## src/rtl/mcusa_pkg.sv

```systemverilog
package mcusa_pkg;

  localparam int unsigned BlockSize     = 8;
  localparam int unsigned MaxFactor     = 4;
  localparam int unsigned NumComponents = 3;

  localparam logic [2:0] REG_MCUS_PER_ROW = 3'd0;
  localparam logic [2:0] REG_H_FACTOR_0   = 3'd1;
  localparam logic [2:0] REG_V_FACTOR_0   = 3'd2;
  localparam logic [2:0] REG_H_FACTOR_1   = 3'd3;
  localparam logic [2:0] REG_V_FACTOR_1   = 3'd4;
  localparam logic [2:0] REG_H_FACTOR_2   = 3'd5;
  localparam logic [2:0] REG_V_FACTOR_2   = 3'd6;

  // ceil(2^15 / 3), exact for dividends below 2^15
  localparam logic [13:0] Recip3 = 14'd10923;

  typedef struct packed {
    logic [15:0] x_coord;
    logic [15:0] y_coord;
  } req_t;

  typedef struct packed {
    logic [25:0] mcu_index;
    logic [3:0]  block_0;
    logic [5:0]  sample_0;
    logic [3:0]  block_1;
    logic [5:0]  sample_1;
    logic [3:0]  block_2;
    logic [5:0]  sample_2;
  } res_t;

  typedef struct packed {
    logic [13:0]                   mcus_per_row;
    logic [NumComponents-1:0][2:0] h_eff;
    logic [NumComponents-1:0][2:0] v_eff;
    logic [2:0]                    hmax;
    logic [2:0]                    vmax;
  } cfg_t;

  function automatic logic [2:0] eff_factor(input logic [2:0] raw);
    if (raw == 3'd0) begin
      return 3'd1;
    end else if (raw > 3'(MaxFactor)) begin
      return 3'(MaxFactor);
    end
    return raw;
  endfunction

  // divide by a sampling factor in 1..4
  function automatic logic [12:0] div_fac(input logic [12:0] v, input logic [2:0] d);
    logic [26:0] p;
    p = 27'(v) * 27'(Recip3);
    case (d)
      3'd2:    return v >> 1;
      3'd3:    return {1'b0, p[26:15]};
      3'd4:    return v >> 2;
      default: return v;
    endcase
  endfunction

endpackage

```

## src/rtl/jpeg_mcu_sample_address_top.sv

```systemverilog
// JPEG MCU / block / sample address generator.
// Request channel: req_i carries a pixel (x_coord, y_coord); it is taken at
// a rising edge with start high and busy low. busy is always low, so one
// request can be taken every clock.
// Result channel: res_o holds mcu_index and, per component, the block within
// the MCU and the sample within that block. res_strobe_o marks it for one
// cycle; the receiver takes it then and cannot hold it off.
// Throughput: 1 request per clock.
// Stage 1 divides the pixel position by the MCU size, stage 2 forms the
// in-MCU offset and the row product, stage 3 adds the column and maps each
// component onto its blocks.
// Config: cfg_we_i writes cfg_wdata_i into register cfg_idx_i (0 MCUs per
// row, 1..6 h/v sampling factors per component); other indexes are ignored.
// Write only while no request is in flight.
// Reset: pipeline emptied, MCUs per row and all factors set to 1.
module jpeg_mcu_sample_address_top (
  input  logic             clk_i,
  input  logic             rst_ni,
  input  logic             start,
  output logic             busy,
  input  mcusa_pkg::req_t  req_i,
  output logic             res_strobe_o,
  output mcusa_pkg::res_t  res_o,
  input  logic             cfg_we_i,
  input  logic [2:0]       cfg_idx_i,
  input  logic [13:0]      cfg_wdata_i
);
  import mcusa_pkg::*;

  cfg_t cfg;

  logic        v1_q, v2_q, v3_q;
  logic [15:0] x1_q, y1_q;
  logic [12:0] qx1_q, qy1_q;
  logic [12:0] qx2_q;
  logic [25:0] prod2_q;
  logic [4:0]  px2_q, py2_q;
  logic [25:0] mcu_index_q;
  logic [12:0] remx, remy;
  logic [26:0] prod;
  logic        accept;

  logic [NumComponents-1:0][3:0] blk;
  logic [NumComponents-1:0][5:0] smp;

  mcusa_cfg u_cfg (
    .clk_i       (clk_i),
    .rst_ni      (rst_ni),
    .cfg_we_i    (cfg_we_i),
    .cfg_idx_i   (cfg_idx_i),
    .cfg_wdata_i (cfg_wdata_i),
    .cfg_o       (cfg)
  );

  assign busy   = 1'b0;
  assign accept = start && !busy;

  always_ff @(posedge clk_i or negedge rst_ni) begin
    if (!rst_ni) begin
      v1_q <= 1'b0;
      v2_q <= 1'b0;
      v3_q <= 1'b0;
    end else begin
      v1_q <= accept;
      v2_q <= v1_q;
      v3_q <= v2_q;
    end
  end

  // stage 1: MCU column / row
  always_ff @(posedge clk_i) begin
    x1_q  <= req_i.x_coord;
    y1_q  <= req_i.y_coord;
    qx1_q <= div_fac(req_i.x_coord[15:3], cfg.hmax);
    qy1_q <= div_fac(req_i.y_coord[15:3], cfg.vmax);
  end

  // stage 2: offset within MCU, row product
  always_comb begin
    remx = x1_q[15:3] - 13'(qx1_q * cfg.hmax);
    remy = y1_q[15:3] - 13'(qy1_q * cfg.vmax);
    prod = 27'(qy1_q) * 27'(cfg.mcus_per_row);
  end

  always_ff @(posedge clk_i) begin
    qx2_q   <= qx1_q;
    prod2_q <= prod[25:0];
    px2_q   <= {remx[1:0], x1_q[2:0]};
    py2_q   <= {remy[1:0], y1_q[2:0]};
  end

  // stage 3
  always_ff @(posedge clk_i) begin
    mcu_index_q <= prod2_q + 26'(qx2_q);
  end

  for (genvar c = 0; c < NumComponents; c++) begin : g_comp
    mcusa_comp u_comp (
      .clk_i    (clk_i),
      .px_i     (px2_q),
      .py_i     (py2_q),
      .h_i      (cfg.h_eff[c]),
      .v_i      (cfg.v_eff[c]),
      .hmax_i   (cfg.hmax),
      .vmax_i   (cfg.vmax),
      .block_o  (blk[c]),
      .sample_o (smp[c])
    );
  end

  assign res_strobe_o     = v3_q;
  assign res_o.mcu_index  = mcu_index_q;
  assign res_o.block_0    = blk[0];
  assign res_o.sample_0   = smp[0];
  assign res_o.block_1    = blk[1];
  assign res_o.sample_1   = smp[1];
  assign res_o.block_2    = blk[2];
  assign res_o.sample_2   = smp[2];

  a_req_to_res: assert property (@(posedge clk_i) disable iff (!rst_ni)
    accept |-> ##3 res_strobe_o)
    else $error("request lost in pipeline");

  a_res_from_req: assert property (@(posedge clk_i) disable iff (!rst_ni)
    res_strobe_o |-> $past(accept, 3))
    else $error("result without request");

  a_busy_low: assert property (@(posedge clk_i) disable iff (!rst_ni)
    v1_q |-> $past(start))
    else $error("stage 1 valid without start");

endmodule

```

## src/rtl/mcusa_cfg.sv

```systemverilog
module mcusa_cfg (
  input  logic             clk_i,
  input  logic             rst_ni,
  input  logic             cfg_we_i,
  input  logic [2:0]       cfg_idx_i,
  input  logic [13:0]      cfg_wdata_i,
  output mcusa_pkg::cfg_t  cfg_o
);
  import mcusa_pkg::*;

  logic [13:0]                   mpr_q;
  logic [NumComponents-1:0][2:0] h_q;
  logic [NumComponents-1:0][2:0] v_q;
  logic [2:0]                    hmax, vmax;

  always_ff @(posedge clk_i or negedge rst_ni) begin
    if (!rst_ni) begin
      mpr_q <= 14'd1;
      h_q   <= {NumComponents{3'd1}};
      v_q   <= {NumComponents{3'd1}};
    end else if (cfg_we_i) begin
      case (cfg_idx_i)
        REG_MCUS_PER_ROW: mpr_q  <= cfg_wdata_i;
        REG_H_FACTOR_0:   h_q[0] <= cfg_wdata_i[2:0];
        REG_V_FACTOR_0:   v_q[0] <= cfg_wdata_i[2:0];
        REG_H_FACTOR_1:   h_q[1] <= cfg_wdata_i[2:0];
        REG_V_FACTOR_1:   v_q[1] <= cfg_wdata_i[2:0];
        REG_H_FACTOR_2:   h_q[2] <= cfg_wdata_i[2:0];
        REG_V_FACTOR_2:   v_q[2] <= cfg_wdata_i[2:0];
        default: ;
      endcase
    end
  end

  always_comb begin
    hmax = 3'd1;
    vmax = 3'd1;
    for (int c = 0; c < NumComponents; c++) begin
      cfg_o.h_eff[c] = eff_factor(h_q[c]);
      cfg_o.v_eff[c] = eff_factor(v_q[c]);
      if (cfg_o.h_eff[c] > hmax) begin
        hmax = cfg_o.h_eff[c];
      end
      if (cfg_o.v_eff[c] > vmax) begin
        vmax = cfg_o.v_eff[c];
      end
    end
    cfg_o.mcus_per_row = mpr_q;
    cfg_o.hmax         = hmax;
    cfg_o.vmax         = vmax;
  end

endmodule

```

## src/rtl/mcusa_comp.sv

```systemverilog
module mcusa_comp (
  input  logic       clk_i,
  input  logic [4:0] px_i,
  input  logic [4:0] py_i,
  input  logic [2:0] h_i,
  input  logic [2:0] v_i,
  input  logic [2:0] hmax_i,
  input  logic [2:0] vmax_i,
  output logic [3:0] block_o,
  output logic [5:0] sample_o
);
  import mcusa_pkg::*;

  logic [7:0]  xh, yv;
  logic [12:0] cx, cy;
  logic [3:0]  block_d, block_q;
  logic [5:0]  sample_d, sample_q;

  always_comb begin
    xh       = 8'(px_i) * 8'(h_i);
    yv       = 8'(py_i) * 8'(v_i);
    cx       = div_fac(13'(xh), hmax_i);
    cy       = div_fac(13'(yv), vmax_i);
    block_d  = 4'(cy[4:3]) * 4'(h_i) + 4'(cx[4:3]);
    sample_d = {cy[2:0], cx[2:0]};
  end

  always_ff @(posedge clk_i) begin
    block_q  <= block_d;
    sample_q <= sample_d;
  end

  assign block_o  = block_q;
  assign sample_o = sample_q;

endmodule
```

## config.mk

```make
export PLATFORM = sky130hd
export DESIGN_NAME = jpeg_mcu_sample_address_top
export DESIGN_NICKNAME = d
export VERILOG_FILES = /design/src/rtl/mcusa_pkg.sv /design/src/rtl/jpeg_mcu_sample_address_top.sv /design/src/rtl/mcusa_cfg.sv /design/src/rtl/mcusa_comp.sv
export SDC_FILE = /design/constraint.sdc
export NUM_CORES = 1
export LEC_CHECK = 0
export BUFFER_PORTS_ARGS = -buffer_cell sky130_fd_sc_hd__buf_2
export CELL_PAD_IN_SITES_DETAIL_PLACEMENT = 0
export CELL_PAD_IN_SITES_GLOBAL_PLACEMENT = 1
export CORE_MARGIN = 4
export CORE_UTILIZATION = 27
export DETAILED_ROUTE_END_ITERATION = 16
export PLACE_DENSITY_LB_ADDON = 0.1
export SYNTH_ARGS = -nofsm -noshare
export SYNTH_HDL_FRONTEND = slang
export SYNTH_SLANG_ARGS = --single-unit
export TNS_END_PERCENT = 5
```

## constraint.sdc

```tcl
create_clock -name clk_i -period 10.55 [get_ports clk_i]
set_input_delay 1.5825 -clock clk_i [delete_from_list [all_inputs] [get_ports clk_i]]
set_output_delay 1.5825 -clock clk_i [all_outputs]
set_load 0.01 [all_outputs]
```

# Word level (Yosys, flattened, before mapping)
# Index checks and enable logic that the tools add are counted.
dict set report word_totals {
  wordCells 133
  out_inout_bits 58
  register_bits 176
}
dict set report classes {
  mul 20
  n_addsub 6
  mux 44
  n_eq_ne 12
  n_reduce_logical 14
  order_cmp 12
}
# cell count
set ops {}
lappend ops {{multiplier 8 x 14 -> 20 bit (second input constant)} 6}
lappend ops {{one-hot mux 5 bit (3 select lines)} 6}
lappend ops {{one-hot mux 13 bit (3 select lines)} 2}
lappend ops {{two-way mux 3 bit} 24}
lappend ops {{multiplier 13 x 14 -> 27 bit (second input constant)} 2}
lappend ops {{multiplier 5 x 3 -> 8 bit} 6}
lappend ops {{adder 26 x 13 -> 26 bit} 1}
lappend ops {{multiplier 13 x 14 -> 26 bit} 1}
lappend ops {{multiplier 13 x 3 -> 2 bit} 2}
lappend ops {{logical NOT 3 bit} 7}
lappend ops {{equality test 3 x 2 -> 1 bit (second input constant)} 6}
lappend ops {{greater-than comparator 3 bit (second input constant)} 6}
lappend ops {{equality test 3 bit (second input constant)} 5}
lappend ops {{AND reduction 2 bit} 7}
lappend ops {{adder 4 x 2 -> 4 bit} 3}
lappend ops {{greater-than comparator 3 bit} 4}
lappend ops {{multiplier 2 x 3 -> 4 bit} 3}
lappend ops {{two-way mux 1 bit} 12}
lappend ops {{greater-than comparator 3 x 1 -> 1 bit (second input constant)} 2}
lappend ops {{subtractor 2 bit} 2}
lappend ops {{equality test 3 x 1 -> 1 bit (second input constant)} 1}

# Depth between registers and ports, before layout
# Gate-level depths: netlist (run 1).
dict set report logic_depth {
  ltp_word 14
  depth_mapped 36
}

# Hierarchy
# From an unflattened synthesis (run 1), not the netlist that was laid out.
dict set report unflattened {
  cells_unflattened 3198
  area_unflattened_um2 29149.2
}
# mod cells_each instances area_per_inst_um2
set modules_own_cells {}
lappend modules_own_cells {jpeg_mcu_sample_address_top 1673 1 15313.4}
lappend modules_own_cells {{mcusa_comp at g_comp[0].u_comp ...} 442 2 3892.5}
lappend modules_own_cells {{mcusa_comp at g_comp[2].u_comp} 458 1 4036.4}
lappend modules_own_cells {mcusa_cfg 183 1 2014.4}

# Worst setup path after synthesis (run 1)
# OpenSTA, ideal clock, no wires.
dict set report synth_path {
  path_kind {reg2reg}
  start {register u_cfg.v_q[0] (netlist name)}
  end {register g_comp[0].u_comp.block_q[3]}
  setup_time_ns 0.120
  t_required_ns 10.430
  path_stages_with_launch 31
  synth_period_minus_slack_ns 8.677
  setup_slack_ns 1.873
  arrival_time_ns 8.557
  path_cell_list {dfstp_2 > nor2_1 > ha_1 > mux2_2 > and2_1 > fa_1 > ha_1 > fa_1 > a21o_1 > a21oi_1 > xor2_1 > inv_1 > ha_1 > fa_1 > fa_1 > fa_1 > ha_1 > nor4_1 > nor2b_1 > a221oi_1 > o21ai_1 > o31ai_1 > mux2_2 > o32ai_2 > nor2b_1 > fa_1 > ha_1 > inv_1 > fa_1 > xor2_1 > xnor2_1}
}
dict set report synth_between {
  elab_chain_cells 14
  word_cells_on_any_way 20
}
# item line
set synth_rtl {}
lappend synth_rtl {{from (decl)} mcusa_cfg.sv:13} ;# logic [NumComponents-1:0][2:0] v_q;
lappend synth_rtl {{from (signal assigned)} mcusa_cfg.sv:20} ;# v_q <= {NumComponents{3'd1}};
lappend synth_rtl {{greater-than comparator 3 bit} mcusa_pkg.sv:44} ;# end else if (raw > 3'(MaxFactor)) begin
lappend synth_rtl {{two-way mux 1 bit} mcusa_pkg.sv:44}
lappend synth_rtl {{two-way mux 1 bit} mcusa_pkg.sv:42} ;# if (raw == 3'd0) begin
lappend synth_rtl {{two-way mux 3 bit (*)} mcusa_pkg.sv:47} ;# return raw;
lappend synth_rtl {{parallel branches: the longest is 7 deep, another holds multiplier 8 x 14 -> 20 bit} -}
lappend synth_rtl {{one-hot mux 5 bit (3 select lines) (*)} mcusa_pkg.sv:54} ;# case (d)
lappend synth_rtl {{multiplier 2 x 3 -> 4 bit (*)} mcusa_comp.sv:24} ;# block_d = 4'(cy[4:3]) * 4'(h_i) + 4'(cx[4:3]);
lappend synth_rtl {{adder 4 x 2 -> 4 bit (*)} mcusa_comp.sv:24}
lappend synth_rtl {{net g_comp[0].u_comp.block_d[3]} mcusa_comp.sv:16} ;# logic [3:0] block_d, block_q;
lappend synth_rtl {{to (signal assigned)} mcusa_comp.sv:29} ;# block_q <= block_d;
lappend synth_rtl {{to (decl)} mcusa_comp.sv:16}
# Mark *: on every way through the listed nets, which the timed path passes.
# A chain may end at the register's enable or synchronous reset.

# Final worst setup path (run 1)
dict set report layout_path {
  start {register u_cfg.v_q[2] (netlist name)}
  end {register g_comp[0].u_comp.block_q[3]}
}
# The elaborated chain is that of the path after synthesis.

==> results.toml, run 1 <==
[critical_path]
start_kind = "register"
required_ns = 10.96
cp_slowest_cell = "fa_1"
r2r_start = "u_cfg.v_q[2]$_DFFE_PN0P_"
critPathMostFrequentCell = "fa_1"
cp_max_fo = 8
slowest_delay_ns = 0.56
worstSetupPathType = "reg2reg"
end_kind = "register"
arrival_ns = 9.94
r2r-end = "g_comp[0].u_comp.block_o[3]$_DFF_P_"
rr_worst_depth = 30
reg2reg_setup_slack_ns = 1.02

[finish]
num_antenna_cells = 0
nNetsFinal = 3953
layout-drive-gt1-share_pct = 7.782
n_fill_cell = 10770
area_growth_pct = 9.703

[status]
status = "finished clean"

[logic_synthesis]
syn_inst = 2916
synth_edf_count = 0
synth_seq_cells = 176
asyncSetResetFlopFracSynth_pct = 19.89
synth_area_per_cell_sq_um = 9.508
synth_top_area_share_pct = 25.71
ys_top_cells_by_area = "fa_1, ha_1, dfxtp_1, inv_1, nand2_1"
netlist_area_sq_mm = 0.02772
synth_top_area_cell = "fa_1"
ys_dominant_reg_cell = "dfxtp_1"
mappedNetlistNets = 3875
synth_most_common_cell = "ha_1"
yosysSeqAreaShare_pct = 13.37
synth_cell_types = 96
ys_top_cells_by_count = "ha_1, inv_1, fa_1, nand2_1, dfxtp_1"
yosysWarnings = 0

[global_route]
grt_pass1_wl_um = 123200
antenna_found_initial = 7
grt_overflow = 0
grt_max_degree = 36
grt_util_all_layers_pct = 14.60
grt_pass1_vias = 21880

[sta]
clock_skew_ns = 0.01975
setup_viol = 0
grt_setup_unrepaired = "false"
slew_headroom_pct = 25.78
clock.fmax_ghz = 0.1049
finalMaxSlewViolations = 0
hold_viol = 0
tightest_slew_ns = 1.113
fin_crit_ns = 9.529
min_period_over_period_pct = 90.32
setup_tns_ns = 0

[clock_tree]
cts_inserted_buffers = 17
post_cts_buffers = 0
htreeDepth = 4
cts-root-buf = "clkbuf_16"
cts-resized-gates = 0
clock_latency_ns = 0.51
postCtsHoldBufs = 0
clk_pin_slew_ns = 0.09
clk_path_buf_depth = 2
cts_sinks = 176
cts_tree = "done"

[die]
die_area_sq_mm = 0.1079
dieHeight_um = 328.4
ios = 111
row_count = 117
die_w_um = 328.4
start_util_pct = 27.21
coreArea_sq_mm = 0.1019

[hold_path]
hold_end = "px2_q[2]$_DFF_P_"
hold_depth = 0
hold_path_class = "reg2reg"
hp-start = "x1_q[2]$_DFF_P_"

[route]
drc_errors = 0
drt-total-wl_um = 75610
drt-pass1-iter-count = 7
post_drt_wl_per_cell_um = 17.28
drtIter0Drc = 713
avgViaCountPerCell = 4.553
ant_nets = 0
dr_total_vias = 19920

[place]
io_buffers = 109
gp_congestion = 0.7939
hpwl_um = 64220

[flow_run]
maxCapViolations = 0
-- worst max path at each step --
stage | startpoint | end | slack (ns)
after floorplan | u_cfg.v_q[0]$_DFFE_PN1P_ | g_comp[0].u_comp.block_o[3]$_DFF_P_ | 1.87
after global routing | u_cfg.v_q[2]$_DFFE_PN0P_ | g_comp[0].u_comp.block_o[3]$_DFF_P_ | 0.49
final | u_cfg.v_q[2]$_DFFE_PN0P_ | g_comp[0].u_comp.block_o[3]$_DFF_P_ | 1.02
after detailed placement | u_cfg.v_q[0]$_DFFE_PN1P_ | g_comp[0].u_comp.block_o[3]$_DFF_P_ | 1.04
after global placement | u_cfg.v_q[0]$_DFFE_PN1P_ | g_comp[0].u_comp.block_o[3]$_DFF_P_ | 1.21
after CTS | u_cfg.v_q[0]$_DFFE_PN1P_ | g_comp[0].u_comp.block_o[3]$_DFF_P_ | 1.01
-- worst max-delay path: cells and delay by family, from the launching register on --
family / cells / cell delay, ns
buffers and inverters: 3 / 0.33
AO/OA/AOI/OAI: 6 / 1.66
multiplexers: 2 / 0.81
XOR/XNOR: 3 / 0.68
adder cells (fa/ha/maj): 12 / 4.69
flip-flops: 1 / 0.47
AND/OR/NAND/NOR: 4 / 0.77
-- layout by cell type (no fill, tap or decap), drive strengths merged, types with 6 or more instances in the layout --
cell type    n
a21o        47
o21ai       55
a211oi      14
o22a         6
o21bai      10
clkbuf      18
a21oi      130
o21a        25
xnor2       85
ha         550
a31oi        6
a22o        12
fa         356
o211ai      12
nor3        23
xor2        42
nand2b      21
and3        25
mux2        40
a31o         6
dfstp        7
mux2i       11
and2       109
nand2      226
o22ai       19
and4         8
a222oi       7
inv        557
nand4        7
a221oi      10
dfrtp       28
nor2b       21
nor2       116
a211o        6
buf        123
clkinv       7
o221ai      12
nand3       21
dfxtp      141
-- sequential cells by signal, indices dropped and copies added (netlist names) --
signal                  count
mcu_index_q                26
prod2_q                    26
g_comp.u_comp.sample_o     18
u_cfg.mpr_q                14
qx1_q                      13
qx2_q                      13
qy1_q                      13
g_comp.u_comp.block_o      12
u_cfg.h_q                   9
u_cfg.v_q                   9
px2_q                       5
py2_q                       5
x1_q                        5
y1_q                        5
res_strobe_o                1
v1_q                        1
v2_q                        1
-- metal layers --
metal	track usage (%)	share of wire [%]	routed length, um
met1	20.48	50	37770
met2	24.16	46	34900
met3	1.717	2.6	1938
met4	3.136	1.3	998
met5	0	0	0
-- area by class of cell --
type | count | area, sq um | area share [%]
Clock buffer | 18 | 429.2 | 1.411
Clock inverter | 14 | 186.4 | 0.6130
Inverter | 551 | 2068 | 6.800
Multi-Input combinational cell | 2125 | 21660 | 71.22
Sequential cell | 176 | 3707 | 12.19
Tap cell | 1368 | 1712 | 5.628
Timing Repair Buffer | 123 | 650.6 | 2.139
-- through the flow --
stage,cell area [sq um],utilization [%],hold WS (ns),cells,worst slack [ns]
2_1_floorplan,27720,-,0.3096,2916,1.873
3_3_place_gp,29800,29.25,0.3135,4343,1.209
3_5_place_dp,29800,29.25,0.3144,4343,1.038
4_1_cts,30410,29.85,0.3304,4375,1.008
5_1_grt,30410,29.85,0.3363,4375,0.4898
6_report,30410,29.85,0.3277,4375,1.021
-- logic make-up (layout without fill, tap and decap cells) --
kind of cell	count (synthesis)	after routing	share of synthesized area, %
fa+ha+maj	906	906	50.53
simple gates	606	606	10.72
buf+inv	615	706	8.525
mux	51	51	2.022
compound gates	434	434	10.81
xor+xnor	127	127	4.012
other cells	1	1	0.01353
flops	176	176	13.37
Power of run 1 is left out: the tool's default activity adds up to more than one toggle a clock period on the data nets, which glitch-free logic cannot reach.
==> run 2: changes to the inputs <==
==> constraint.sdc (replaced) <==
create_clock -name clk_i -period 10.6 [get_ports clk_i]
set_input_delay 1.59 -clock clk_i [delete_from_list [all_inputs] [get_ports clk_i]]
set_output_delay 1.59 -clock clk_i [all_outputs]
set_load 0.01 [all_outputs]
==> results.toml, run 2 (same netlist as run 1, synthesis figures left out) <==
[status]
status = "finished clean"

[place]
io_buffers = 109
gp_congestion = 0.7938
hpwl_um = 64170

[clock_tree]
clk_path_buf_depth = 2
cts-root-buf = "clkbuf_16"
clock_latency_ns = 0.51
cts-resized-gates = 0
cts_sinks = 176
postCtsHoldBufs = 0
post_cts_buffers = 0
cts_tree = "done"
htreeDepth = 4
clk_pin_slew_ns = 0.08
cts_inserted_buffers = 17

[critical_path]
cp_max_fo = 8
end_kind = "register"
cp_slowest_cell = "dfstp_2"
slowest_delay_ns = 0.56
arrival_ns = 9.85
start_kind = "register"
worstSetupPathType = "reg2reg"
critPathMostFrequentCell = "fa_1"
required_ns = 10.99

[finish]
area_growth_pct = 9.703
layout-drive-gt1-share_pct = 7.815
mostFrequentLayoutCell = "ha_1"
final_cell_mix = "ha_1, inv_1, fa_1, nand2_1, dfxtp_1"
nNetsFinal = 3953

[sta]
finalMaxSlewViolations = 0
hold_viol = 0
grt_setup_unrepaired = "false"
clock.fmax_ghz = 0.1057
setup_tns_ns = 0
min_period_over_period_pct = 89.27
fin_crit_ns = 9.463
slew_headroom_pct = 27.06
setup_viol = 0
clock_skew_ns = 0.01749
tightest_slew_ns = 1.094

[die]
coreArea_sq_mm = 0.1019
start_util_pct = 27.21
dieHeight_um = 328.4
die_area_sq_mm = 0.1079
die_w_um = 328.4
ios = 111
row_count = 117

[hold_path]
hold_path_class = "reg2reg"

[global_route]
antenna_found_initial = 8
grt_overflow = 0
grt_pass1_wl_um = 123000
grt_max_degree = 36
grt_pass1_vias = 21780
grt_util_all_layers_pct = 14.60

[route]
dr_total_vias = 19880
drtIter0Drc = 733
avgViaCountPerCell = 4.542
post_drt_wl_per_cell_um = 17.28
ant_nets = 0
drt-total-wl_um = 75630
drt-pass1-iter-count = 5
drc_errors = 0

[flow_run]
maxCapViolations = 0
run 2: cell types whose count changed in the layout (fill, tap and decap cells not counted):
cell and change:
inv_6 -3, clkbuf_1 -1, inv_12 +2, bufinv_16 -1, inv_8 +4, clkbuf_8 +1
clkinv_8 -2, clkinvlp_4 +1, clkinv_4 -1, diode_2 +1
run 2: worst max-delay path, delay by kind of cell, from the launching register on:
| kind | cells | cell delay (ns) |
|---|---|---|
| muxes | 2 | 0.81 |
| buffers and inverters | 2 | 0.21 |
| and+or+nand+nor | 5 | 0.80 |
| DFF | 1 | 0.56 |
| xor gates and xnor gates | 3 | 0.68 |
| adders and majority gates | 12 | 4.64 |
| AOI/OAI and AO/OA | 6 | 1.65 |
run 2: final timing paths:
kind | startpoint | endpoint | slack (ns) | depth (start not counted)
min reg2reg | y1_q[1]$_DFF_P_ | py2_q[1]$_DFF_P_ | 0.33 | 0
max in group asynchronous | rst_ni | u_cfg.h_q[2]$_DFFE_PN0P_ | 8.64 | 1
max reg2reg | u_cfg.v_q[0]$_DFFE_PN1P_ | g_comp[0].u_comp.block_o[3]$_DFF_P_ | 1.14 | 30
max | u_cfg.v_q[0]$_DFFE_PN1P_ | g_comp[0].u_comp.block_o[3]$_DFF_P_ | 1.14 | 30
min in group asynchronous | rst_ni | res_strobe_o$_DFF_PN0_ | 1.26 | 1
min | y1_q[1]$_DFF_P_ | py2_q[1]$_DFF_P_ | 0.33 | 0
run 2: routing by layer:
metal / up-vias / global-route usage [%] / wire (um)
met3: 49 / 1.663 / 1960
met2: 238 / 23.99 / 34720
met4: 0 / 3.337 / 1097
met1: 9814 / 20.57 / 37850
met5: - / 0 / 0
li1: 9776 / - / -
run 2: layout make-up:
| class | instances | area [sq um] |
|---|---|---|
| diodes | 1 | 2.502 |
| repair buffers | 123 | 650.6 |
| clock buffers | 18 | 439.2 |
| well taps | 1368 | 1712 |
| fillers | 10750 | 71470 |
| multi-input cells | 2125 | 21660 |
| clock inverters | 14 | 173.9 |
| flip-flops and latches | 176 | 3707 |
| inverters | 551 | 2068 |
run 2: through the flow:
step	worst slack (ns)	area, sq um	hold WS [ns]	util, %	cells
2_1_floorplan	1.923	27720	0.3096	-	2916
3_3_place_gp	1.259	29800	0.3135	29.25	4343
3_5_place_dp	1.104	29800	0.3135	29.25	4343
4_1_cts	1.043	30410	0.3275	29.85	4375
5_1_grt	0.5587	30410	0.3343	29.85	4375
6_report	1.137	30410	0.3255	29.85	4376
Power of run 2 is left out for the same reason.
